[src/hw/rtl/mvna_queue.sv]
// ----------------------------------------------------------------------------
// Small word queue
// Register-based first-in first-out buffer with push/full and pop/empty.
// ----------------------------------------------------------------------------
module mvna_queue #(
  parameter int WIDTH = 8,
  parameter int DEPTH = 2
) (
  input  logic             clk,
  input  logic             rst,
  input  logic             push,
  input  logic [WIDTH-1:0] wdata,
  output logic             full,
  input  logic             pop,
  output logic [WIDTH-1:0] rdata,
  output logic             empty
);

  localparam int PW = $clog2(DEPTH);

  logic [WIDTH-1:0] slot [DEPTH];
  logic [PW-1:0]    wr_ptr;
  logic [PW-1:0]    rd_ptr;
  logic [PW:0]      count;
  logic             do_push;
  logic             do_pop;

  assign do_push = push && !full;
  assign do_pop  = pop && !empty;
  assign full    = (count == (PW+1)'(DEPTH));
  assign empty   = (count == '0);
  assign rdata   = slot[rd_ptr];

  always_ff @(posedge clk) begin
    if (rst) begin
      wr_ptr <= '0;
      rd_ptr <= '0;
      count  <= '0;
    end else begin
      if (do_push) begin
        wr_ptr <= wr_ptr + 1'b1;
      end
      if (do_pop) begin
        rd_ptr <= rd_ptr + 1'b1;
      end
      if (do_push && !do_pop) begin
        count <= count + 1'b1;
      end else if (do_pop && !do_push) begin
        count <= count - 1'b1;
      end
    end
  end

  always_ff @(posedge clk) begin
    if (do_push) begin
      slot[wr_ptr] <= wdata;
    end
  end

endmodule

[config.mk]
export PLATFORM = sky130hd
export DESIGN_NAME = mvna_queue
export DESIGN_NICKNAME = d
export VERILOG_FILES = /design/src/hw/rtl/mvna_queue.sv
export SDC_FILE = /design/constraint.sdc
export NUM_CORES = 1
export LEC_CHECK = 0
export BUFFER_PORTS_ARGS = -buffer_cell sky130_fd_sc_hd__buf_2
export CORE_MARGIN = 2
export CORE_UTILIZATION = 37
export CTS_BUF_LIST = sky130_fd_sc_hd__clkbuf_4 sky130_fd_sc_hd__clkbuf_8 sky130_fd_sc_hd__clkbuf_16
export DETAILED_ROUTE_END_ITERATION = 10
export REMOVE_ABC_BUFFERS = 1
export SLEW_MARGIN = 5
export SYNTH_ARGS = -nofsm -noshare
export SYNTH_HDL_FRONTEND = slang
export SYNTH_SLANG_ARGS = --single-unit
[constraint.sdc]
create_clock -name clk -period 1.8 [get_ports clk]
set_clock_uncertainty 0.05 [all_clocks]
set_input_delay 0.27 -clock clk [delete_from_list [all_inputs] [get_ports clk]]
set_output_delay 0.27 -clock clk [all_outputs]
set_load 0.005 [all_outputs]
## Word level (Yosys, flattened, before mapping)

Memory sizes are Yosys's and may differ from the RTL's. A register that Yosys moved wholly into a read port is not among the register bits.
Index checks and enable logic that the tools add are counted.
Widths: inputs -> output; s select.

| operators by class | value |
|---|---|
| add/subtract/negate cells | 4 |
| eq/ne operators | 1 |
| multiplexer cells | 6 |
| reductions and logical operators | 10 |

Operator list:

| kind | count |
|---|---|
| $logic_and 1x1->1 | 4 |
| $logic_not 1->1 | 4 |
| $mux 1 | 4 |
| $mux 2 | 2 |
| $add 1x1->1 const B | 2 |
| $add 2x1->2 const B | 1 |
| $eq 2x2->1 const B | 1 |
| $logic_not 2->1 | 1 |
| $reduce_bool 2->1 | 1 |
| $sub 2x1->2 const B | 1 |

| storage, ports and cells | value |
|---|---|
| bits in registers | 4 |
| RAM bits | 16 |
| output and inout port bits | 10 |
| logic and storage cells | 25 |
| memories kept | 1 |

Memory list:

| memory | words | bits a word | rd ports | clocked after memory_dff | wr ports | line | RTL |
|---|---|---|---|---|---|---|---|
| slot | 2 | 8 | 1 | 1 | 1 | 21 | `logic [WIDTH-1:0] slot [DEPTH];` |

## Depth between registers and ports, before layout

| logic depth | value |
|---|---|
| depth after elaboration | 7 |
| mapped depth | 6 |
| gate-level depth less buffers | 6 |

## Worst setup path after synthesis

OpenSTA, ideal clock, no wires.

| timing | value |
|---|---|
| path type | register to register |
| from | register count[1] |
| to | register count[1] |
| arrival | 1393 ps |
| required time | 1680 ps |
| setup slack | 287 ps |
| cell stages (with the launch flop) | 6 |
| period minus slack after synthesis | 1513 ps |
| path through | dfxtp_1 -> nor2b_2 -> nor2_1 -> ha_1 -> or3_1 -> a21oi_1 |

| on the way | value |
|---|---|
| cells in the longest elaborated chain, start to end | 6 |
| elaborated cells between the ends (all ways) | 15 |

RTL lines:

| item | line | RTL |
|---|---|---|
| from (decl) | 24 | `logic [PW:0] count;` |
| from (signal assigned) | 47 | `count <= count + 1'b1;` |
| from (signal assigned) | 49 | `count <= count - 1'b1;` |
| $eq 2x2->1 (*) | 30 | `assign full = (count == (PW+1)'(DEPTH));` |
| via full | 13 | `output logic full,` |
| $logic_not 1->1 (*) | 28 | `assign do_push = push && !full;` |
| $logic_and 1x1->1 (*) | 28 |  |
| via do_push | 25 | `logic do_push;` |
| $logic_not 1->1 | 48 | `end else if (do_pop && !do_push) begin` |
| $logic_and 1x1->1 | 48 |  |
| $reduce_bool 2->1 (no line) | -- |  |

The timed path passes the listed nets; every way through them passes the cells marked *. The select of a mux whose other input is x is not followed.
A chain may end at the register's enable or synchronous reset.

==> results.py <==
metrics = {
    "timing": {
        "fmax_ghz": 0.608,
        "rsz0062_at_grt": "no",
        "whs_ns": 0.116,
        "min_period_ns": 1.65,
        "setup_tns_ns": 0,
        "timing.final.crit_share": 0.914,
        "drv_slew": 0,
        "setup_violations": 0,
        "max_slew_margin": 0.747,
        "final_hold_viol_count": 0,
        "worst_slew_pin_slew_ns": 0.380,
    },
    "pwr": {
        "pwr-share-seq": 0.542,
        "power.total_uw": 1250,
        "p_comb_frac": 0.277,
        "switchingPower_uw": 345,
        "internal_power_uw": 908,
        "sw_frac_of_total": 0.275,
        "power.share.clock": 0.181,
        "ir_drop_mv": 0.782,
        "leakage_uw": 0.000381,
        "power.density_nw_per_um2": 1310,
    },
    "clock_tree": {
        "cts_tree": "done",
        "numClockSinks": 21,
        "numCtsBuffers": 3,
        "cts.reportedPaths.clkPinSlew_ns": 0.11,
        "insertion_delay_ns": 0.29,
        "cts_htree_levels": 1,
        "clockBufferDepth": 2,
        "cts_root_buffer": "clkbuf_4",
        "hold_buffers": 0,
        "cts_resized": 0,
        "cts_setup_buffers": 0,
    },
    "drt": {
        "initialDrtViolationCount": 8,
        "vias": 446,
        "drc": 0,
        "drt-pass1-iter-count": 3,
        "wire_per_inst_um": 11.4,
        "antenna_left": 0,
        "drt_wl_total_um": 1160,
        "vias_per_cell": 4.42,
    },
    "critical_path": {
        "start_kind": "register",
        "reg2reg_to": "count[1]",
        "worst-path-max-fanout": 8,
        "endpoint_kind": "output pin",
        "worst-setup-path-type": "reg2out",
        "critPathRequiredTime_ns": 1.48,
        "timing.rr.start": "count[0]",
        "worstPathArrival_ns": 1.33,
        "reg2reg_slack_ns": 0.18,
        "reg2reg_depth": 4,
    },
    "synthesis": {
        "yosysWarnings": 0,
        "netlist.area_leader.share": 0.606,
        "syn_area_per_cell_um2": 15.9,
        "yosys-top-cells-area": "edfxtp_1 (61%), dfxtp_1 (13%), mux2_2 (11%), xor2_1 (3.3%), nor2_1 (2.4%)",
        "ys_ff_latch": 21,
        "ys_seq_area_frac": 0.732,
        "syn_area_um2": 793,
        "netlist-cell-type-count": 13,
        "postSynthCellCount": 50,
        "synth_top_area_cell": "edfxtp_1",
    },
    "grt": {
        "antenna_found_initial": 0,
        "grt_pass1_wl_um": 1930,
        "overflow": 0,
        "grt_max_degree": 12,
        "grt_use_total": 0.101,
        "grt_pass1_vias": 438,
    },
    "worst_hold_path": {
        "hold_class": "in2reg",
        "min_to": "slot[0][5]",
        "min_from": "wdata[5]",
        "hold_depth": 1,
    },
    "floorplan": {
        "ios": 22,
        "die_h_um": 50.3,
        "start_util": 0.396,
        "die_area_um2": 2530,
        "rows": 16,
        "coreArea_um2": 2000,
        "die_w_um": 50.3,
    },
    "placed_design": {
        "hpwl_um": 833,
        "placed_cells": 97,
        "place.gp.congestion": 0.684,
        "portBuffers": 21,
    },
    "finish": {
        "antenna_cells": 0,
        "nNetsFinal": 88,
        "drive_gt1_frac": 0.459,
        "fillers": 196,
        "areaGrowthSynthToFinish_pct": 20.7,
        "finalNonFillerCells": 101,
        "finish.utilization": 0.478,
    },
    "run_status": {
        "outcome": "finished, final reports clean",
    },
    "run": {
        "maxCapViolations": 0,
    },
}
[flip-flops by register name, indices dropped and copies added (netlist names), named ones only]
signal  count
slot       16
count       2
rd_ptr      1
wr_ptr      1
[cell type report]
type	instances	area (µm²)	area share
Sequential cell	21	581	0.607
Timing Repair Buffer	21	105	0.110
Clock buffer	4	30.0	0.0314
Tap cell	27	33.8	0.0353
Multi-Input combinational cell	26	200	0.209
Inverter	2	7.51	0.00784
[per-layer routing]
metal / part of all wire / routed length (µm) / vias up / track usage
met4: 0 / 0 / 0 / 0.0270
met1: 0.51 / 593 / 204 / 0.145
li1: - / - / 228 / -
met3: 0.052 / 60 / 0 / 0.0268
met5: 0 / 0 / - / 0
met2: 0.43 / 502 / 14 / 0.151
[cell families (layout without fill, tap and decap cells)]
kind of cell | count (synthesis) | count (layout) | synth area share
multiplexers | 8 | 8 | 0.114
adder cells (fa/ha/maj) | 1 | 1 | 0.0158
buffers and inverters | 3 | 27 | 0.0158
flip-flops | 21 | 21 | 0.732
AO/OA/AOI/OAI | 5 | 5 | 0.0315
AND/OR/NAND/NOR | 9 | 9 | 0.0584
XOR/XNOR | 3 | 3 | 0.0331
[power by group through the flow]
stage	sequential (µW)	combinational, µW	clock (µW)
final	679	347	227
after global routing	693	390	252
after CTS	684	352	238
after detailed placement	694	349	0
after global placement	691	344	0
after floorplan	676	229	0
[per-stage QoR]
stage	cell area, µm²	setup slack (ns)
final	957	0.155
after global routing	957	0.0129
after CTS	957	0.0985
after detailed placement	927	0.179
after floorplan	788	0.287
after global placement	927	0.250
[worst max-delay path by stage]
stage | to | slack, ns | depth (start not counted)
6_report | rdata[3] | 0.15 | 2
5_1_grt | count[1] | 0.01 | 4
4_1_cts | rdata[6] | 0.1 | 2
3_5_place_dp | count[1] | 0.18 | 4
3_3_place_gp | count[1] | 0.25 | 4
2_1_floorplan | count[1] | 0.29 | 5
[cells in the final DEF, fill, tap and decap left out]
cell and instances:
mux2_2 8, buf_2 21, inv_1 2, nor2_1 5, or3_1 2, and2_1 1, dfxtp_1 5, xor2_1 3
o21ai_0 3, clkbuf_4 4, edfxtp_1 16, nor2b_2 1, ha_1 1, a21oi_1 2
[critical path, cell delays in order (launching register included)]
cell	delay [ns]
dfxtp_1	0.54
mux2_2	0.38
buf_2	0.12
[cell usage after synthesis]
cell,instances
inv_1,2
a21oi_1,2
ha_1,1
or3_1,2
buf_2,1
o21ai_0,3
dfxtp_1,5
xor2_1,3
nor2b_2,1
nor2_1,5
mux2_2,8
edfxtp_1,16
and2_1,1
Power figures use the tool's default switching activity.
