File: config.mk
export PLATFORM = sky130hd
export DESIGN_NAME = mvna_unit
export DESIGN_NICKNAME = d
export VERILOG_FILES = /design/src/hw/rtl/mvna_pkg.sv /design/src/hw/rtl/mvna_unit.sv
export SDC_FILE = /design/constraint.sdc
export NUM_CORES = 2
export LEC_CHECK = 0
export ABC_AREA = 0
export BUFFER_PORTS_ARGS = -buffer_cell sky130_fd_sc_hd__buf_2
export CAP_MARGIN = 20
export CORE_ASPECT_RATIO = 1.1
export CORE_MARGIN = 10
export CORE_UTILIZATION = 55
export CTS_BUF_LIST = sky130_fd_sc_hd__clkbuf_4 sky130_fd_sc_hd__clkbuf_8
export CTS_CLUSTER_DIAMETER = 50
export DETAILED_ROUTE_END_ITERATION = 7
export PLACE_DENSITY = 0.81
export SYNTH_ARGS = -nofsm -noshare
export SYNTH_HDL_FRONTEND = slang
export SYNTH_SLANG_ARGS = --single-unit
File: constraint.sdc
create_clock -name clk -period 15.36 [get_ports clk]
set_input_delay 1.536 -clock clk [delete_from_list [all_inputs] [get_ports clk]]
set_output_delay 1.536 -clock clk [all_outputs]
set_load 0.02 [all_outputs]
File: src/hw/rtl/mvna_pkg.sv
// ----------------------------------------------------------------------------
// Mesh vertex normal accumulator package
// Shared widths, command and result words, state types.
// ----------------------------------------------------------------------------
package mvna_pkg;

  localparam int DEF_VERTEX_DEPTH = 4096;
  localparam int QUEUE_DEPTH      = 2;

  localparam int IDX_W   = 12;
  localparam int POS_W   = 32;
  localparam int NRM_W   = 16;
  localparam int ACC_W   = 24;
  localparam int EDGE_W  = 31;   // edge component after range reduction
  localparam int VEC_W   = 62;   // unit vector engine input component
  localparam int MAG_W   = 30;   // magnitude inside the normalizing window
  localparam int ROOT_W  = 31;
  localparam int FRAC_W  = 14;   // Q2.14 fraction bits
  localparam int NUM_W   = 45;   // rounded dividend

  localparam int SHRINK_STEPS = 3;
  localparam int MUL_STEPS    = 6;
  localparam int SQ_STEPS     = 4;
  localparam int SQRT_STEPS   = 31;
  localparam int DIV_STEPS    = 16;
  localparam int CORNERS      = 3;

  typedef enum logic [1:0] {
    ACT_WRITE    = 2'd0,
    ACT_TRIANGLE = 2'd1,
    ACT_READ     = 2'd2,
    ACT_NONE     = 2'd3
  } action_t;

  typedef enum logic [1:0] {
    CMD_WRITE,
    CMD_TRIANGLE,
    CMD_READ,
    CMD_READ_ZERO
  } cmd_op_t;

  typedef struct packed {
    logic signed [POS_W-1:0] x;
    logic signed [POS_W-1:0] y;
    logic signed [POS_W-1:0] z;
  } pos_t;

  typedef struct packed {
    logic signed [ACC_W-1:0] x;
    logic signed [ACC_W-1:0] y;
    logic signed [ACC_W-1:0] z;
  } acc_t;

  typedef struct packed {
    logic signed [VEC_W-1:0] x;
    logic signed [VEC_W-1:0] y;
    logic signed [VEC_W-1:0] z;
  } vec3_t;

  typedef struct packed {
    logic signed [NRM_W-1:0] x;
    logic signed [NRM_W-1:0] y;
    logic signed [NRM_W-1:0] z;
  } nrm3_t;

  typedef struct packed {
    cmd_op_t          op;
    logic [IDX_W-1:0] idx;
    pos_t             pos;
    logic [IDX_W-1:0] ca;
    logic [IDX_W-1:0] cb;
    logic [IDX_W-1:0] cc;
  } cmd_t;

  typedef struct packed {
    logic [IDX_W-1:0] idx;
    nrm3_t            nrm;
  } result_t;

  localparam int CMD_W    = $bits(cmd_t);
  localparam int RESULT_W = $bits(result_t);

  typedef struct packed {
    logic cmd_pop;
    logic clearing;
  } back_stat_t;

  typedef struct packed {
    logic  start;
    vec3_t vec;
  } unit_req_t;

  typedef struct packed {
    logic  done;
    nrm3_t nrm;
  } unit_rsp_t;

  typedef enum logic [3:0] {
    B_CLEAR,
    B_IDLE,
    B_PA,
    B_PB,
    B_PC,
    B_EDGE,
    B_MUL,
    B_USTART,
    B_UNIT_TRI,
    B_ACC_RD,
    B_ACC_WR,
    B_RD,
    B_UNIT_RD,
    B_OUT
  } back_state_t;

  typedef enum logic [2:0] {
    U_IDLE,
    U_NORM,
    U_SQ,
    U_SQRT,
    U_DSET,
    U_DIV,
    U_FIN
  } unit_state_t;

endpackage

File: src/hw/rtl/mvna_unit.sv
// ----------------------------------------------------------------------------
// Unit vector engine
// Brings a vector into a magnitude window, takes the integer square root of
// its squared length and divides each component down to Q2.14.
// ----------------------------------------------------------------------------
module mvna_unit (
  input  logic                clk,
  input  logic                rst,
  input  mvna_pkg::unit_req_t req,
  output mvna_pkg::unit_rsp_t rsp
);

  import mvna_pkg::*;

  localparam int LANES = 3;

  unit_state_t             state;
  unit_state_t             state_next;
  logic signed [VEC_W-1:0] w      [LANES];
  logic [VEC_W-1:0]        mag    [LANES];
  logic                    neg    [LANES];
  logic [4:0]              cnt;
  logic [2*MAG_W-1:0]      sq_prod;
  logic [VEC_W-1:0]        sum;
  logic [VEC_W-1:0]        sq_n;
  logic [ROOT_W-1:0]       root;
  logic [ROOT_W+1:0]       rem;
  logic [ROOT_W+3:0]       rem_sh;
  logic [ROOT_W+3:0]       trial;
  logic [ROOT_W-1:0]       dv_rem [LANES];
  logic [NRM_W-1:0]        dv_low [LANES];
  logic [ROOT_W:0]         dv_sh  [LANES];
  logic [NUM_W-1:0]        numer  [LANES];
  logic [NRM_W-1:0]        quo    [LANES];
  logic [MAG_W-1:0]        sq_op;
  logic                    over_hi;
  logic                    in_win;
  logic                    in_zero;

  always_comb begin
    over_hi = 1'b0;
    in_win  = 1'b0;
    for (int i = 0; i < LANES; i++) begin
      mag[i]   = w[i][VEC_W-1] ? -w[i] : w[i];
      over_hi  = over_hi | (|mag[i][VEC_W-1:MAG_W]);
      in_win   = in_win | mag[i][MAG_W-1];
      numer[i] = NUM_W'({mag[i][MAG_W-1:0], {FRAC_W{1'b0}}}) + NUM_W'(root >> 1);
      dv_sh[i] = {dv_rem[i], dv_low[i][NRM_W-1]};
    end
    case (cnt[1:0])
      2'd0:    sq_op = mag[0][MAG_W-1:0];
      2'd1:    sq_op = mag[1][MAG_W-1:0];
      default: sq_op = mag[2][MAG_W-1:0];
    endcase
    rem_sh  = {rem, sq_n[VEC_W-1 -: 2]};
    trial   = {2'b00, root, 2'b01};
    in_zero = (req.vec.x == '0) && (req.vec.y == '0) && (req.vec.z == '0);
  end

  always_comb begin
    state_next = state;
    case (state)
      U_IDLE: begin
        if (req.start) begin
          state_next = in_zero ? U_FIN : U_NORM;
        end
      end
      U_NORM: begin
        if (!over_hi && in_win) begin
          state_next = U_SQ;
        end
      end
      U_SQ: begin
        if (cnt == 5'(SQ_STEPS - 1)) begin
          state_next = U_SQRT;
        end
      end
      U_SQRT: begin
        if (cnt == 5'(SQRT_STEPS - 1)) begin
          state_next = U_DSET;
        end
      end
      U_DSET: state_next = U_DIV;
      U_DIV: begin
        if (cnt == 5'(DIV_STEPS - 1)) begin
          state_next = U_FIN;
        end
      end
      U_FIN:   state_next = U_IDLE;
      default: state_next = U_IDLE;
    endcase
  end

  always_comb begin
    rsp.done  = (state == U_FIN);
    rsp.nrm.x = neg[0] ? -quo[0] : quo[0];
    rsp.nrm.y = neg[1] ? -quo[1] : quo[1];
    rsp.nrm.z = neg[2] ? -quo[2] : quo[2];
  end

  always_ff @(posedge clk) begin
    if (rst) begin
      state <= U_IDLE;
      cnt   <= '0;
    end else begin
      state <= state_next;
      case (state)
        U_IDLE: cnt <= '0;
        U_NORM: cnt <= '0;
        U_SQ, U_SQRT, U_DIV: begin
          if (state_next != state) begin
            cnt <= '0;
          end else begin
            cnt <= cnt + 1'b1;
          end
        end
        default: cnt <= '0;
      endcase
    end
  end

  always_ff @(posedge clk) begin
    case (state)
      U_IDLE: begin
        if (req.start) begin
          w[0]   <= req.vec.x;
          w[1]   <= req.vec.y;
          w[2]   <= req.vec.z;
          neg[0] <= req.vec.x[VEC_W-1];
          neg[1] <= req.vec.y[VEC_W-1];
          neg[2] <= req.vec.z[VEC_W-1];
          for (int i = 0; i < LANES; i++) begin
            quo[i] <= '0;
          end
        end
      end
      U_NORM: begin
        // halve (floor) while too large, double while too small
        for (int i = 0; i < LANES; i++) begin
          if (over_hi) begin
            w[i] <= w[i] >>> 1;
          end else if (!in_win) begin
            w[i] <= w[i] <<< 1;
          end
        end
      end
      U_SQ: begin
        sq_prod <= sq_op * sq_op;
        if (cnt == '0) begin
          sum <= '0;
        end else begin
          sum <= sum + VEC_W'(sq_prod);
        end
        if (cnt == 5'(SQ_STEPS - 1)) begin
          sq_n <= sum + VEC_W'(sq_prod);
          root <= '0;
          rem  <= '0;
        end
      end
      U_SQRT: begin
        if (rem_sh >= trial) begin
          rem  <= (ROOT_W+2)'(rem_sh - trial);
          root <= {root[ROOT_W-2:0], 1'b1};
        end else begin
          rem  <= rem_sh[ROOT_W+1:0];
          root <= {root[ROOT_W-2:0], 1'b0};
        end
        sq_n <= sq_n << 2;
      end
      U_DSET: begin
        for (int i = 0; i < LANES; i++) begin
          dv_rem[i] <= ROOT_W'(numer[i][NUM_W-1:NRM_W]);
          dv_low[i] <= numer[i][NRM_W-1:0];
          quo[i]    <= '0;
        end
      end
      U_DIV: begin
        for (int i = 0; i < LANES; i++) begin
          if (dv_sh[i] >= {1'b0, root}) begin
            dv_rem[i] <= ROOT_W'(dv_sh[i] - {1'b0, root});
            quo[i]    <= {quo[i][NRM_W-2:0], 1'b1};
          end else begin
            dv_rem[i] <= dv_sh[i][ROOT_W-1:0];
            quo[i]    <= {quo[i][NRM_W-2:0], 1'b0};
          end
          dv_low[i] <= dv_low[i] << 1;
        end
      end
      default: begin
      end
    endcase
  end

endmodule

=== Yosys cells after proc, flatten, opt, wreduce, memory -nomap -nowiden ===
Memories as Yosys holds them, arrays and structs flattened.
Index checks and enable logic that the tools add are counted.

* Bits in writable memories: 378
* Input bits: 189
* Word-level logic and storage cells: 168
* Output and inout port bits: 49
* Memories: 5
* Bits in registers: 256

{| class="wikitable"
|+ Memories
! name !! words !! width !! rd ports !! clocked after memory_dff !! write ports !! line !! text
|-
| w || 3 || 62 || 3 || 0 || 3 || mvna_unit.sv:19 || <nowiki>logic signed [VEC_W-1:0] w [LANES];</nowiki>
|-
| dv_rem || 3 || 31 || 3 || 0 || 3 || mvna_unit.sv:30 || <nowiki>logic [ROOT_W-1:0] dv_rem [LANES];</nowiki>
|-
| dv_low || 3 || 16 || 3 || 0 || 3 || mvna_unit.sv:31 || <nowiki>logic [NRM_W-1:0] dv_low [LANES];</nowiki>
|-
| quo || 3 || 16 || 3 || 0 || 3 || mvna_unit.sv:34 || <nowiki>logic [NRM_W-1:0] quo [LANES];</nowiki>
|-
| neg || 3 || 1 || 3 || 0 || 3 || mvna_unit.sv:21 || <nowiki>logic neg [LANES];</nowiki>
|}

* Bitwise operators: 29
* Equality and inequality tests: 12
* Reduce and logical (&&, ||, !) cells: 17
* Add/subtract/negate cells: 15
* Multiplexer cells: 78
* Order comparisons: 4
* Multipliers: 1

{| class="wikitable"
|+ Operators with widths
! cell !! number
|-
| 62-bit two-way mux || 10
|-
| 16-bit two-way mux || 15
|-
| 31-bit two-way mux || 7
|-
| 62-bit zero test || 3
|-
| 62-bit negation || 3
|-
| 44-bit by 30-bit adder with 45-bit output || 3
|-
| 62-bit case mux with 2 select lines || 1
|-
| 32-bit by 31-bit >= comparator with 1-bit output || 3
|-
| 32-bit OR reduction || 3
|-
| 31-bit subtractor || 3
|-
| 33-bit two-way mux || 2
|-
| 33-bit case mux with 2 select lines || 1
|-
| 62-bit by 60-bit adder with 62-bit output || 1
|-
| 31-bit case mux with 2 select lines || 1
|-
| 30-bit by 30-bit multiplier with 60-bit output || 1
|-
| 30-bit case mux with 2 select lines || 1
|-
| 16-bit negation || 3
|-
| 35-bit by 33-bit >= comparator with 1-bit output || 1
|-
| 1-bit two-way mux || 33
|-
| 33-bit subtractor || 1
|-
| 1-bit bitwise OR || 28
|-
| 3-bit two-way mux || 6
|-
| 3-bit case mux with 6 select lines || 1
|-
| 3-bit == test (second input constant) || 3
|-
| 18 further kinds || 22
|}

=== Depth between registers and ports, before layout ===
An unclocked memory read counts as a cell.

* Depth after elaboration: 12
* Gate-level depth with buffers: 41
* Gate-level depth less buffers: 39

=== Least setup slack after synthesis ===
OpenSTA, ideal clock, no wires.

* Path kind: reg-to-reg
* From: memory w[1][8]
* To: register sq_prod[58] (data pin)
* Arrival: 10320 ps
* Clock period less this slack: 10579 ps
* Path buffers: 5
* Library setup time: 259 ps
* Data required time: 15101 ps
* Path slack: 4781 ps
* Cell stages (with the launch flop): 39
* Cell sequence: edfxtp_1 -> or4_1 -> or4_1 -> buf_2 -> buf_1 -> or4_1 -> nand2_1 -> xnor2_1 -> nand2_1 -> and3_1 -> inv_1 -> clkbuf_1 -> clkbuf_1 -> nand2_1 -> fa_1 -> inv_1 -> fa_1 -> fa_1 -> (+3 left out) -> fa_1 -> fa_1 -> fa_1 -> inv_1 -> fa_1 -> inv_1 -> ha_1 -> clkbuf_1 -> and4_1 -> nand4_1 -> a31oi_1 -> o21ai_0 -> nand4b_1 -> a311oi_1 -> a21oi_1 -> o21ai_0 -> a41oi_1 -> xnor2_1

{| class="wikitable"
|+ RTL lines
! element !! line !! text
|-
| from (decl) || mvna_unit.sv:19 ||
|-
| to (signal assigned) || mvna_unit.sv:148 || <nowiki>sq_prod <= sq_op * sq_op;</nowiki>
|-
| to (decl) || mvna_unit.sv:23 || <nowiki>logic [2*MAG_W-1:0] sq_prod;</nowiki>
|}

==> results.md <==
- Outcome: finished, violations left
- Failing checks: DRC
- Data required, critical path: 15.95 ns
- Gr usage total: 0.3102
- Unrepaired setup endpoints after global routing: no
- Hold_buf cts: 0
- Detailed Route Iter0 Violations: 7160
- Slew Limit Fails: 0
- Post-synthesis register bit count: 605
- Number of global-route vias before repair: 58515
- Syn_nets: 8874
- Asr flop ratio synth: 0
- R2r worst-path depth: 30
- Post-synthesis sequential area ratio: 0.2616
- Hold Path Depth: 1
- Yosys warnings: 0
- Clock Sinks: 605
- Post-route DRC: 12
- Top cell by count, worst path: fa_1
- Gate count of the mapped netlist: 7479
- Synth cell types: 91
- Rel. slew slack: 0.2590
- Peak Freq: 80.99 MHz
- Die height: 391.6 um
- Max clock buf depth: 3
- Slowest-stage cell, CP: clkinv_1
- CP Capture Type: register
- Synthesized area per cell: 9.233 um2
- Hold Fails Final Rpt: 0
- CTS buffer count: 109
- Max Cap Viol: 0
- Cell area after synthesis: 69060 um2
- Post-DR wirelength/cell: 23.61 um
- Synth Flop Type: edfxtp_1
- Vias: 58781
- Num ports: 238
- DIE AREA: 140100 um2
- CP delay by family, top: adder cells
- # port buffers: 237
- Worst-skew pair later-pin latency: 0.92 ns
- CP Max Fanout: 17
- Congestion Overflow GR: 0
- Hold crit path type: reg -> reg
- CTS clk-pin slew, worst paths: 0.06 ns
- Avg Vias per Cell: 6.290
- H-tree lvl count: 3
- Post-CTS setup buffers: 0
- Buffers and inverters on the worst path: 3
- Dpl hpwl: 172.0 mm
- Layout Nets: 8991
- Initial Util: 0.5529
- Setup TNS: 0 ns
- Arr. time, crit path: 12.94 ns
- Setup-failing EPs final: 0
- Area Growth Syn to Fin: 7.543%
- Wirelength, routed: 220.6 mm
- Critical Path Stages: 30
- Final GP Congestion: 1.001
- Count of cells resized by post-cts repair: 0
- TritonCTS clock tree: built
- Critical path class: reg -> reg
- Non-Filler Instances: 9345
- Post-route clock skew: 0.1498 ns
- Die width: 357.9 um
- Worst Tran Pin Value: 1.101 ns
- Largest net degree at the start of global routing: 153
- First-pass GRT wire length: 338.7 mm
- Clock Tree Root: clkbuf_8
- Final ANT Viol Nets: 0
- CORE AREA: 124900 um2
- Initial antenna violation count: 8
- CP max stage delay: 0.77 ns
- Inst Count DP: 9137
- Post-synth EDFFs: 595
- Rows: 136
- Tmin final: 12.35 ns
- 1st-pass router iterations: 8
- Startpoint Class: register
- Period utilisation layout: 0.8038
- Layout cells sized above 1: 0.07677
synthesized netlist by cell type (17+ instances only):
cell,number,area (um2)
a21o_1,151,1134
a222oi_1,59,590.6
edfxtp_1,595,17870
and4_1,17,148.9
a221o_1,72,720.7
or4_1,58,435.4
buf_2,27,135.1
o21ai_0,266,1331
nor4_1,100,625.6
mux2i_1,52,520.5
xnor2_1,279,2444
clkbuf_1,264,991.0
nand2b_1,58,362.9
ha_1,497,6218
o21bai_1,44,330.3
and2_1,35,219.0
and3_1,81,506.7
a22oi_1,42,315.3
a21oi_1,369,1847
nor3_1,122,610.6
a211oi_1,68,510.5
nand4_1,70,437.9
a221oi_1,17,148.9
o41ai_1,40,350.3
a31oi_1,48,300.3
nand2_1,715,2684
o31ai_1,68,510.5
inv_1,1150,4317
fa_1,709,14190
or3_1,54,337.8
xor2_1,179,1568
nor2b_1,39,244.0
nor2_1,672,2522
nand3_1,91,455.4
buf_1,25,93.84
a32oi_1,32,280.3
o21a_1,30,225.2
stage by stage:
step / hold slack (ns) / util / setup slack [ns] / cell area (um2)
3_3_place_gp: 0.4633 / 0.5751 / 3.655 / 71830
3_5_place_dp: 0.4793 / 0.5754 / 3.361 / 71860
2_1_floorplan: 0.4449 / - / 4.781 / 69060
5_1_grt: 0.4948 / 0.5946 / 2.620 / 74260
4_1_cts: 0.4910 / 0.5937 / 3.232 / 74150
6_report: 0.4915 / 0.5946 / 3.013 / 74270
logic make-up after synthesis:
kind of cell    synth area share
simple gates              0.1469
buf+inv                  0.08289
compound gates            0.1457
fa+ha+maj                 0.2956
flops                     0.2616
xor+xnor                 0.05809
mux                     0.009168
layer usage:
metal / share of wire / track usage
met1: 0.39 / 0.4081
met2: 0.45 / 0.4823
met3: 0.11 / 0.06560
met4: 0.059 / 0.1580
met5: 0.00012 / 0
sequential cells by signal (all words and copies together), names as in the netlist, 20 cells and up:
register  count
root         31
dv_low       20
w           186
sq_n         62
sq_prod      59
sum          62
quo          48
dv_rem       93
rem          33
cells in the final DEF, fill, tap and decap left out, drive strengths merged, types with 151 or more instances in the layout:
cell,synthesis,final
inv,1151,1155
nand2,715,715
fa,709,709
nor2,672,672
edfxtp,595,595
ha,497,497
a21oi,370,370
buf,66,336
xnor2,279,279
o21ai,272,272
xor2,179,179
clkbuf,264,154
a21o,151,151
path summary, 6_finish.rpt:
check                           startpoint           to  slack (ns)
worst min register to register      cnt[0]       cnt[0]        0.49
worst min-delay path                cnt[0]       cnt[0]        0.49
worst max register to register     w[1][8]  sq_prod[58]        3.01
worst max-delay path               w[1][8]  sq_prod[58]        3.01
area by class of cell:
type | instances | area (um2)
antenna | 4 | 10.01
clock buffer | 154 | 1869
clock inverter | 46 | 421.7
fill | 10532 | 50630
inverter | 1163 | 4365
multi-input combinational | 5381 | 45430
sequential | 605 | 18070
tap | 1656 | 2072
timing repair buffer | 336 | 2027
Power is left out: the tool's default activity adds up to more than one toggle a clock period on the data nets, which glitch-free logic cannot reach.
