$ cat src/hw/rtl/mvna_pkg.sv
// ----------------------------------------------------------------------------
// Mesh vertex normal accumulator package
// Shared widths, command and result words, state types.
// ----------------------------------------------------------------------------
package mvna_pkg;

  localparam int DEF_VERTEX_DEPTH = 4096;
  localparam int QUEUE_DEPTH      = 2;

  localparam int IDX_W   = 12;
  localparam int POS_W   = 32;
  localparam int NRM_W   = 16;
  localparam int ACC_W   = 24;
  localparam int EDGE_W  = 31;   // edge component after range reduction
  localparam int VEC_W   = 62;   // unit vector engine input component
  localparam int MAG_W   = 30;   // magnitude inside the normalizing window
  localparam int ROOT_W  = 31;
  localparam int FRAC_W  = 14;   // Q2.14 fraction bits
  localparam int NUM_W   = 45;   // rounded dividend

  localparam int SHRINK_STEPS = 3;
  localparam int MUL_STEPS    = 6;
  localparam int SQ_STEPS     = 4;
  localparam int SQRT_STEPS   = 31;
  localparam int DIV_STEPS    = 16;
  localparam int CORNERS      = 3;

  typedef enum logic [1:0] {
    ACT_WRITE    = 2'd0,
    ACT_TRIANGLE = 2'd1,
    ACT_READ     = 2'd2,
    ACT_NONE     = 2'd3
  } action_t;

  typedef enum logic [1:0] {
    CMD_WRITE,
    CMD_TRIANGLE,
    CMD_READ,
    CMD_READ_ZERO
  } cmd_op_t;

  typedef struct packed {
    logic signed [POS_W-1:0] x;
    logic signed [POS_W-1:0] y;
    logic signed [POS_W-1:0] z;
  } pos_t;

  typedef struct packed {
    logic signed [ACC_W-1:0] x;
    logic signed [ACC_W-1:0] y;
    logic signed [ACC_W-1:0] z;
  } acc_t;

  typedef struct packed {
    logic signed [VEC_W-1:0] x;
    logic signed [VEC_W-1:0] y;
    logic signed [VEC_W-1:0] z;
  } vec3_t;

  typedef struct packed {
    logic signed [NRM_W-1:0] x;
    logic signed [NRM_W-1:0] y;
    logic signed [NRM_W-1:0] z;
  } nrm3_t;

  typedef struct packed {
    cmd_op_t          op;
    logic [IDX_W-1:0] idx;
    pos_t             pos;
    logic [IDX_W-1:0] ca;
    logic [IDX_W-1:0] cb;
    logic [IDX_W-1:0] cc;
  } cmd_t;

  typedef struct packed {
    logic [IDX_W-1:0] idx;
    nrm3_t            nrm;
  } result_t;

  localparam int CMD_W    = $bits(cmd_t);
  localparam int RESULT_W = $bits(result_t);

  typedef struct packed {
    logic cmd_pop;
    logic clearing;
  } back_stat_t;

  typedef struct packed {
    logic  start;
    vec3_t vec;
  } unit_req_t;

  typedef struct packed {
    logic  done;
    nrm3_t nrm;
  } unit_rsp_t;

  typedef enum logic [3:0] {
    B_CLEAR,
    B_IDLE,
    B_PA,
    B_PB,
    B_PC,
    B_EDGE,
    B_MUL,
    B_USTART,
    B_UNIT_TRI,
    B_ACC_RD,
    B_ACC_WR,
    B_RD,
    B_UNIT_RD,
    B_OUT
  } back_state_t;

  typedef enum logic [2:0] {
    U_IDLE,
    U_NORM,
    U_SQ,
    U_SQRT,
    U_DSET,
    U_DIV,
    U_FIN
  } unit_state_t;

endpackage

$ cat src/hw/rtl/mvna_queue.sv
// ----------------------------------------------------------------------------
// Small word queue
// Register-based first-in first-out buffer with push/full and pop/empty.
// ----------------------------------------------------------------------------
module mvna_queue #(
  parameter int WIDTH = 8,
  parameter int DEPTH = 2
) (
  input  logic             clk,
  input  logic             rst,
  input  logic             push,
  input  logic [WIDTH-1:0] wdata,
  output logic             full,
  input  logic             pop,
  output logic [WIDTH-1:0] rdata,
  output logic             empty
);

  localparam int PW = $clog2(DEPTH);

  logic [WIDTH-1:0] slot [DEPTH];
  logic [PW-1:0]    wr_ptr;
  logic [PW-1:0]    rd_ptr;
  logic [PW:0]      count;
  logic             do_push;
  logic             do_pop;

  assign do_push = push && !full;
  assign do_pop  = pop && !empty;
  assign full    = (count == (PW+1)'(DEPTH));
  assign empty   = (count == '0);
  assign rdata   = slot[rd_ptr];

  always_ff @(posedge clk) begin
    if (rst) begin
      wr_ptr <= '0;
      rd_ptr <= '0;
      count  <= '0;
    end else begin
      if (do_push) begin
        wr_ptr <= wr_ptr + 1'b1;
      end
      if (do_pop) begin
        rd_ptr <= rd_ptr + 1'b1;
      end
      if (do_push && !do_pop) begin
        count <= count + 1'b1;
      end else if (do_pop && !do_push) begin
        count <= count - 1'b1;
      end
    end
  end

  always_ff @(posedge clk) begin
    if (do_push) begin
      slot[wr_ptr] <= wdata;
    end
  end

endmodule

$ cat src/hw/rtl/mvna_front.sv
// ----------------------------------------------------------------------------
// Front end
// Accepts input words, range-checks indices, drops no-op words and queues
// commands for the back end.
// ----------------------------------------------------------------------------
module mvna_front #(
  parameter int VERTEX_DEPTH = 4096
) (
  input  logic                              clk,
  input  logic                              rst,
  input  logic                              push,
  output logic                              full,
  input  logic [1:0]                        action,
  input  logic [mvna_pkg::IDX_W-1:0]        vertex_index,
  input  logic signed [mvna_pkg::POS_W-1:0] position_x,
  input  logic signed [mvna_pkg::POS_W-1:0] position_y,
  input  logic signed [mvna_pkg::POS_W-1:0] position_z,
  input  logic [mvna_pkg::IDX_W-1:0]        corner_a,
  input  logic [mvna_pkg::IDX_W-1:0]        corner_b,
  input  logic [mvna_pkg::IDX_W-1:0]        corner_c,
  input  mvna_pkg::back_stat_t              stat,
  output logic                              cmd_valid,
  output mvna_pkg::cmd_t                    cmd
);

  import mvna_pkg::*;

  function automatic logic in_range(logic [IDX_W-1:0] i);
    return 32'(i) < 32'(VERTEX_DEPTH);
  endfunction

  cmd_t             new_cmd;
  logic             keep;
  logic             q_full;
  logic             q_empty;
  logic [CMD_W-1:0] q_rdata;

  always_comb begin
    new_cmd.idx   = vertex_index;
    new_cmd.pos.x = position_x;
    new_cmd.pos.y = position_y;
    new_cmd.pos.z = position_z;
    new_cmd.ca    = corner_a;
    new_cmd.cb    = corner_b;
    new_cmd.cc    = corner_c;
    new_cmd.op    = CMD_WRITE;
    keep          = 1'b0;
    case (action_t'(action))
      ACT_WRITE: begin
        new_cmd.op = CMD_WRITE;
        keep       = in_range(vertex_index);
      end
      ACT_TRIANGLE: begin
        new_cmd.op = CMD_TRIANGLE;
        keep       = in_range(corner_a) && in_range(corner_b) && in_range(corner_c);
      end
      ACT_READ: begin
        // out of range reads still answer, with a zero normal
        new_cmd.op = in_range(vertex_index) ? CMD_READ : CMD_READ_ZERO;
        keep       = 1'b1;
      end
      default: begin
        keep = 1'b0;
      end
    endcase
  end

  assign full = stat.clearing || q_full;

  mvna_queue #(
    .WIDTH(CMD_W),
    .DEPTH(QUEUE_DEPTH)
  ) u_cmd_q (
    .clk  (clk),
    .rst  (rst),
    .push (push && !full && keep),
    .wdata(new_cmd),
    .full (q_full),
    .pop  (stat.cmd_pop),
    .rdata(q_rdata),
    .empty(q_empty)
  );

  assign cmd_valid = !q_empty;
  assign cmd       = cmd_t'(q_rdata);

endmodule

$ cat config.mk
export PLATFORM = sky130hd
export DESIGN_NAME = mvna_front
export DESIGN_NICKNAME = d
export VERILOG_FILES = /design/src/hw/rtl/mvna_pkg.sv /design/src/hw/rtl/mvna_queue.sv /design/src/hw/rtl/mvna_front.sv
export SDC_FILE = /design/constraint.sdc
export NUM_CORES = 1
export LEC_CHECK = 0
export ABC_AREA = 1
export BUFFER_PORTS_ARGS = -buffer_cell sky130_fd_sc_hd__buf_4
export CORE_MARGIN = 10
export CORE_UTILIZATION = 56
export CTS_CLUSTER_DIAMETER = 50
export DETAILED_ROUTE_END_ITERATION = 6
export GPL_ROUTABILITY_DRIVEN = 0
export PLACE_DENSITY_LB_ADDON = 0.15
export SLEW_MARGIN = 10
export SYNTH_ARGS = -nofsm -noshare
export SYNTH_HDL_FRONTEND = slang
export SYNTH_SLANG_ARGS = --single-unit
$ cat constraint.sdc
create_clock -name clk -period 41.4 [get_ports clk]
set_input_delay 10.35 -clock clk [delete_from_list [all_inputs] [get_ports clk]]
set_output_delay 10.35 -clock clk [all_outputs]
set_load 0.02 [all_outputs]
### Word level (Yosys, flattened, before mapping)

Memories as Yosys holds them, arrays and structs flattened. A register that Yosys moved wholly into a read port is not among the register bits.
Cells that the tools add are included.

| word-level totals | value |
|---|---|
| register bits after elaboration | 4 |
| memory bits (writable) | 292 |
| bits of input ports | 151 |
| output and inout port bits | 148 |
| logic and storage cells | 35 |
| memories | 1 |

Memories:

| memory | depth | bits a word | read ports | clocked after Yosys merged registers in | wr ports | RTL line | RTL |
|---|---|---|---|---|---|---|---|
| u_cmd_q.slot | 2 | 146 | 1 | 1 | 1 | mvna_queue.sv:21 | `logic [WIDTH-1:0] slot [DEPTH];` |

| cells by class | value |
|---|---|
| add/subtract/negate cells | 4 |
| equality and inequality tests | 3 |
| mux-type cells | 8 |
| reductions and logical operators | 16 |

Operators with widths:

| operator | number |
|---|---|
| logical AND 1 bit | 6 |
| zero test 1 bit | 5 |
| two-way mux 1 bit | 5 |
| == test 2 bit, second input constant | 2 |
| zero test 2 bit | 2 |
| two-way mux 2 bit | 2 |
| case mux 2 bit (2 select lines) | 1 |
| OR reduction 3 bit | 1 |
| adder 1 bit, second input constant | 2 |
| adder 2 x 1 -> 2 bit, second input constant | 1 |
| == test 2 x 1 -> 1 bit, second input constant | 1 |
| nonzero test 2 bit | 1 |
| subtractor 2 x 1 -> 2 bit, second input constant | 1 |
| logical OR 1 bit | 1 |

### Longest topological paths before layout

Gate-level depths: netlist of the first run.

| logic depth | value |
|---|---|
| depth after elaboration | 10 |
| depth in mapped cells | 11 |
| depth with buffers taken out | 11 |

### By module

Synthesis of the first run repeated with hierarchy kept, for this count alone.

| second synthesis, totals | value |
|---|---|
| cell total of the unflattened synthesis | 502 |
| area, all modules | 10906.7 um2 |

By module, submodules not included:

| module | instances | cells each | area each (um2) | sequential area each (um2) |
|---|---|---|---|---|
| mvna_queue | 1 | 491 | 10860.4 | 8868.5 |
| mvna_front | 1 | 11 | 46.3 | 0.0 |

### Worst setup path before layout of the first run

No wires, ideal clock.

| timing | value |
|---|---|
| kind | input to register |
| start point | in stat[0] (netlist bit) |
| end point | mem u_cmd_q.slot[0][0] (netlist bit) (enable) |
| library setup time | 832 ps |
| arrival time | 20448 ps |
| data required time | 40568 ps |
| setup slack | 20120 ps |
| cell stages on the path | 3 |
| buffers on the path | 0 |
| cell sequence | inv_1 nand2_1 nor3_1 |

| between the ends | value |
|---|---|
| word-level cells in the longest chain between the ends | 7 |

RTL lines:

| element | RTL line | RTL |
|---|---|---|
| start: declaration | mvna_front.sv:21 | `input mvna_pkg::back_stat_t stat,` |
| logical OR 1 bit | mvna_front.sv:68 | `assign full = stat.clearing \|\| q_full;` |
| named net full | mvna_front.sv:12 | `output logic full,` |
| zero test 1 bit | mvna_front.sv:76 | `.push (push && !full && keep),` |
| logical AND 1 bit (2 in series) | mvna_front.sv:76 |  |
| logical AND 1 bit | mvna_queue.sv:28 | `assign do_push = push && !full;` |
| two-way mux 1 bit | mvna_queue.sv:55 | `if (do_push) begin` |
| two-way mux 1 bit (implied by the code) | mvna_queue.sv:56 | `slot[wr_ptr] <= wdata;` |
| end: declaration | mvna_queue.sv:21 |  |

The timed path passes the listed nets, and every way through them passes these cells.

### Worst setup path after layout of the first run

| timing | value |
|---|---|
| start point | in stat[0] (netlist bit) |
| end point | out full |

| between the ends | value |
|---|---|
| word-level cells in the longest chain between the ends | 1 |

RTL lines:

| element | RTL line |
|---|---|
| logical OR 1 bit | mvna_front.sv:68 |
| end: declaration | mvna_front.sv:12 |

No other way between the ends.

==> impl_results.md, run 1 <==
* Most frequent cells in the layout: buf_4 (303), edfxtp_1 (292), mux2_2 (146)
* PwrDens at 52.07 nW/µm²
* TNS Setup at 0 ns
* Critical Path End Type: primary output
* Max FO, Critical Path at 3
* Core ar. at 18890 µm²
* Starting density of the core at 57.62%
* Dpl cell area at 13290 µm²
* Yosys warnings at 0
* Clock Sinks at 297
* Setup crit end: full
* Total track usage at 18.08%
* Design area at 14240 µm²
* Final Total Pwr at 741.7 µW
* Final min period at 21.11 ns
* Syn_nets at 650
* Area delta synth->final at 30.86%
* Post-synthesis cell type count at 14
* Core Util, Final at 75.40%
* Setup bufs post-CTS at 0
* FILL cells at 1140
* Most common cell after layout, fill and taps aside: buf_4
* Pre-Repair DR Iteration Count at 4
* Final Hold Vio Count at 0
* Via count of the first global-routing pass at 6374
* Synthesized area at 10890 µm²
* Chip height at 159.4 µm
* Multi-input logic area at 1783 µm²
* Reg2reg end: u_cmd_q.slot[1][129]
* Vias/cell at 5.163
* Synth Register Bits at 297
* CP arrival at 10.76 ns
* Largest net degree at the start of global routing at 81
* Clock Path Buffers at 3
* Type of origin of the critical path: primary input
* Status: finished, final reports clean
* Syn Inst Count at 498
* Die area at 25410 µm²
* Final period utilization at 50.99%
* Final net count at 969
* FF-to-FF Start: u_cmd_q.count[0]
* Reg area at 8872 µm²
* Wire per inst at 21.94 µm
* Critical path launch point: stat[0]
* Antenna Nets Post-Route at 0
* Vias at 5674
* R2R Setup Slk at 38.79 ns
* Max-cap violations at 0
* 1st-iter DRT viols at 309
* CTS tree: yes
* Peak VDD IR at 0.04051 mV
* First-pass GRT wire length at 36270 µm
* Mapped Avg Cell Area at 21.86 µm²
* N_diodes at 0
* Slew Viols, Final at 0
* Worst Max-Slew Pin Slew at 1.018 ns
* Clock Latency Late Sink at 0.53 ns
* Num rows at 50
* Leak Pwr at 5.267 nW
* Final setup vio count at 0
* Share of cells above drive strength 1 at 58.64%
* RSZ-0062 raised after global routing: false
* Port Buf Inserts at 298
* Initial antenna violation count at 0
* Slew HR at 32.13%
* DRC errors left at 0
* CTS Hold Bufs at 0
* Global route overflow at 0
* I/O pin cnt at 299
* Cell taking the most area after synthesis: edfxtp_1
* Post-Route WL at 24120 µm
* Root Buffer: clkbuf_16
* R2R depth at 5
* Post-DP HPWL at 16820 µm
* FMAX at 47.37 MHz
* Cts bufs inserted at 30
* Kind of critical path: in -> out
* Die X at 159.4 µm
* Clk slew on worst S/H paths at 0.06 ns
* CP Data Required Time at 31.05 ns
* Post-cts sizing count at 0
* Skew final at 0.01021 ns
* Min-Delay Path Class: reg -> reg
* Sequential cell area fraction in the yosys report at 81.47%
* CTS H-tree lvls at 1
* Synth area leaders: edfxtp_1 (81%), mux2_2 (15%), clkbuf_8 (1.3%)
* Area share of the largest cell type after synthesis at 80.55%
synth_stat cells, drive strengths merged:
| master | count |
|---|---|
| inv | 9 |
| nand3b | 1 |
| dfxtp | 5 |
| buf | 6 |
| nor3 | 1 |
| o21ai | 1 |
| nand3 | 2 |
| ha | 1 |
| nor2 | 9 |
| mux2 | 146 |
| edfxtp | 292 |
| clkbuf | 10 |
| a21oi | 3 |
| nand2 | 12 |
per-stage QoR:
stage	std cells	hold slack, ns	setup slack [ns]
final	1099	0.5267	20.29
after global routing	1099	0.5785	20.25
after CTS	1099	0.5331	20.29
after detailed placement	1045	0.5156	20.29
after global placement	1045	0.4826	20.28
after floorplan	498	0.4645	20.12
layout make-up:
type,instances,share of cell area [%]
Timing Repair Buffer,303,15.97
Inverter,9,0.2723
Clock buffer,37,5.604
Sequential cell,297,62.28
Tap cell,260,2.284
Multi-Input combinational cell,176,12.52
Clock inverter,17,1.072
metal layers:
layer  GRT usage (%)  wire length (µm)
met1           19.90              8774
met3           5.964              1886
met2           32.96             13040
met4           4.339               416
met5               0                 0
flip-flops by register name, summed over array words and instances, names as in the netlist, named ones only:
name / count
u_cmd_q.rd_ptr: 1
u_cmd_q.wr_ptr: 1
u_cmd_q.slot: 292
u_cmd_q.count: 2
worst max-delay path: stages:
cell and delay, ns:
buf_4 0.11, inv_1 0.04, nand2_1 0.08, buf_4 0.17
logic make-up after synthesis:
kind of cell	after synthesis	share of synthesized area (%)
adders and majority gates	1	0.1149
AOI/OAI and AO/OA	4	0.1838
muxes	146	15.10
DFF	297	81.47
buffers and inverters	25	2.195
and+or+nand+nor	25	0.9310
where the power goes:
group	internal (mW)	total [mW]	switching [mW]
Sequential	0.346	0.355	0.00872
Clock	0.154	0.257	0.103
Combinational	0.0621	0.130	0.0676
Total	0.562	0.742	0.180
how the worst min path moves through the flow:
stage | from | endpoint | slack [ns] | cells after the start
6_report | u_cmd_q.rd_ptr | flop | 0.53 | 2
5_1_grt | u_cmd_q.rd_ptr | u_cmd_q.rd_ptr | 0.58 | 2
4_1_cts | u_cmd_q.wr_ptr | u_cmd_q.wr_ptr | 0.53 | 2
3_5_place_dp | u_cmd_q.rd_ptr | flop | 0.52 | 2
3_3_place_gp | u_cmd_q.rd_ptr | u_cmd_q.rd_ptr | 0.48 | 2
2_1_floorplan | u_cmd_q.rd_ptr | flop | 0.46 | 2
No activity file was read; power rests on OpenSTA's default activity.
==> run 2, diff against run 1 <==
--- a/config.mk
+++ b/config.mk
@@ -8,7 +8,7 @@
 export ABC_AREA = 1
 export BUFFER_PORTS_ARGS = -buffer_cell sky130_fd_sc_hd__buf_4
 export CORE_MARGIN = 10
-export CORE_UTILIZATION = 56
+export CORE_UTILIZATION = 47
 export CTS_CLUSTER_DIAMETER = 50
 export DETAILED_ROUTE_END_ITERATION = 6
 export GPL_ROUTABILITY_DRIVEN = 0
==> constraint.sdc (replaced) <==
create_clock -name clk -period 19.1 [get_ports clk]
set_input_delay 4.775 -clock clk [delete_from_list [all_inputs] [get_ports clk]]
set_output_delay 4.775 -clock clk [all_outputs]
set_load 0.02 [all_outputs]
==> impl_results.md, run 2 (synthesis results as in run 1) <==
* Status: finished, final reports clean (unchanged)
* M1 WL at 8554 µm (was 8774 µm)
* Slew HR at 32.12% (was 32.13%)
* Max-cap violations at 0 (unchanged)
* R2R depth at 6 (was 5)
* Starting density of the core at 47.93% (was 57.62%)
* Metal2 WL at 11820 µm (was 13040 µm)
* Core ar. at 22710 µm² (was 18890 µm²)
* Clock Path Buffers at 3 (unchanged)
* CTS tree: yes (unchanged)
* TNS Setup at 0 ns (unchanged)
* Vias/cell at 4.961 (was 5.163)
* First-pass GRT wire length at 34380 µm (was 36270 µm)
* 1st-iter DRT viols at 341 (was 309)
* Via count of the first global-routing pass at 6185 (was 6374)
* DRC errors left at 0 (unchanged)
* Max FO, Critical Path at 3 (unchanged)
* Initial antenna violation count at 0 (unchanged)
* Share of cells above drive strength 1 at 59.45% (was 58.64%)
* CP arrival at 5.21 ns (was 10.76 ns)
* Vias at 5586 (was 5674)
* Routed wl met3 at 2541 µm (was 1886 µm)
* Post-cts sizing count at 0 (unchanged)
* NetSw at 397.4 µW (was 179.6 µW)
* Total track usage at 15.11% (was 18.08%)
* Slowest CP cell: buf_4 (unchanged)
* Worst Max-Slew Pin Slew at 1.018 ns (about the same)
* Antenna Nets Post-Route at 0 (unchanged)
* Skew final at 0.01056 ns (was 0.01021 ns)
* Wire per inst at 20.93 µm (was 21.94 µm)
* Biggest regs: u_cmd_q.slot (292), u_cmd_q.count (2) (unchanged)
* Kind of critical path: in -> out (unchanged)
* Crit-path leading delay family: buffers and inverters (unchanged)
* Area delta synth->final at 31.67% (was 30.86%)
* Reg power frac at 47.0% (was 47.8%)
* Largest net degree at the start of global routing at 79 (was 81)
* Die area at 29650 µm² (was 25410 µm²)
* Clock power frac at 35.9% (was 34.7%)
* Critical Path End Type: primary output (unchanged)
* Critical Path Stages at 4 (unchanged)
* CTS H-tree lvls at 1 (unchanged)
* Combinational power share at 17.2% (was 17.5%)
* Final min period at 9.984 ns
* PwrDens at 114.0 nW/µm² (was 52.07 nW/µm²)
* Hold Crit Depth at 2 (unchanged)
* Max FFs per register at 292 (unchanged)
* Post-DP HPWL at 16390 µm (was 16820 µm)
* Peak VDD IR at 0.08691 mV (was 0.04051 mV)
* Clk slew on worst S/H paths at 0.06 ns (about the same)
* FMAX at 100.2 MHz
* Clock Latency Late Sink at 0.53 ns (about the same)
* Final net count at 970 (was 969)
* Die X at 172.2 µm (was 159.4 µm)
* Final setup vio count at 0 (unchanged)
* Type of origin of the critical path: primary input (unchanged)
* Critical-path cell list: buf_4, inv_1, nand2_1, buf_4 (unchanged)
* Global route overflow at 0 (unchanged)
* Reg with most FFs: u_cmd_q.slot (unchanged)
* Critical path buffer and inverter count at 3 (unchanged)
* Internal power at 1.237 mW (was 562.1 µW)
* I/O pin cnt at 299 (unchanged)
* Top routing layer used: met4 (unchanged)
* Most common cell after layout, fill and taps aside: buf_4 (unchanged)
* CTS Hold Bufs at 0 (unchanged)
* RSZ-0062 raised after global routing: false (unchanged)
* Pre-Repair DR Iteration Count at 4 (unchanged)
* Root Buffer: clkbuf_16 (unchanged)
* CP most frequent cell: buf_4 (unchanged)
* Cts bufs inserted at 31 (was 30)
* Most frequent cells in the layout: buf_4 (303), edfxtp_1 (292), mux2_2 (146) (unchanged)
* Leak Pwr at 5.297 nW (was 5.267 nW)
* CP Data Required Time at 14.32 ns (was 31.05 ns)
* Chip height at 172.2 µm (was 159.4 µm)
* Port Buf Inserts at 298 (unchanged)
* Num rows at 55 (was 50)
* Slew Viols, Final at 0 (unchanged)
* Clock Sinks at 297 (unchanged)
* Post-Route WL at 23560 µm (was 24120 µm)
* Final period utilization at 52.27%
* N_diodes at 0 (unchanged)
* Largest stage delay on the critical path at 0.18 ns (was 0.17 ns)
* Setup bufs post-CTS at 0 (unchanged)
* Final Hold Vio Count at 0 (unchanged)
* Min-Delay Path Class: reg -> reg (unchanged)
* Core Util, Final at 63.11% (was 75.40%)
* Switching portion of total power at 24.31% (was 24.21%)
==> run 2: cell count changes in the layout (fill, tap and decap cells not counted) <==
cell,delta
clkbuf_1,+1
clkinv_1,-7
bufinv_16,+1
inv_6,+3
clkinvlp_4,+1
clkinv_2,+3
==> run 2: final cells by class <==
type,instances,area (µm²)
tap,285,356.6
inverter,9,38.79
multi-input combinational,176,1783
timing repair buffer,303,2275
sequential,297,8872
clock inverter,18,205.2
clock buffer,38,802.0
fill,1645,8377
==> run 2: power by group through the flow <==
| stage | sequential (mW) | clock [mW] | combinational [mW] |
|---|---|---|---|
| 2_1_floorplan | 0.777 | 0 | 0.179 |
| 3_3_place_gp | 0.779 | 0 | 0.280 |
| 3_5_place_dp | 0.782 | 0 | 0.284 |
| 4_1_cts | 0.768 | 0.601 | 0.286 |
| 5_1_grt | 0.771 | 0.629 | 0.298 |
| 6_report | 0.768 | 0.587 | 0.280 |
==> run 2: through the flow <==
step	hold WS [ns]	cell area (µm²)	setup slack (ns)	total power, mW	instances
detailed placement	0.4859	13330	9.115	1.066	1070
global route	0.5281	14330	9.093	1.699	1126
CTS	0.5060	14330	9.111	1.655	1126
global placement	0.4886	13330	9.131	1.059	1070
floorplan	0.4645	10890	3.395	0.9555	498
finish	0.5061	14330	9.116	1.635	1126
==> run 2: final timing paths <==
check	from	end	slack [ns]
hold / removal	u_cmd_q.rd_ptr	u_cmd_q.rd_ptr	0.51
setup / recovery	stat[0]	full	9.12
setup reg to reg	u_cmd_q.count[0]	u_cmd_q.slot[0][55]	16.28
hold reg to reg	u_cmd_q.rd_ptr	u_cmd_q.rd_ptr	0.51
==> run 2: worst min-delay path: stages, from the launching register on <==
cell and delay [ns]:
dfxtp_1 0.33, a21oi_1 0.06, nor2_1 0.09
==> run 2: routing by layer <==
metal	vias up	global-route usage [%]
met5	-	0
met4	0	4.685
met3	40	7.091
met2	222	25.79
met1	2724	16.35
li1	2600	-
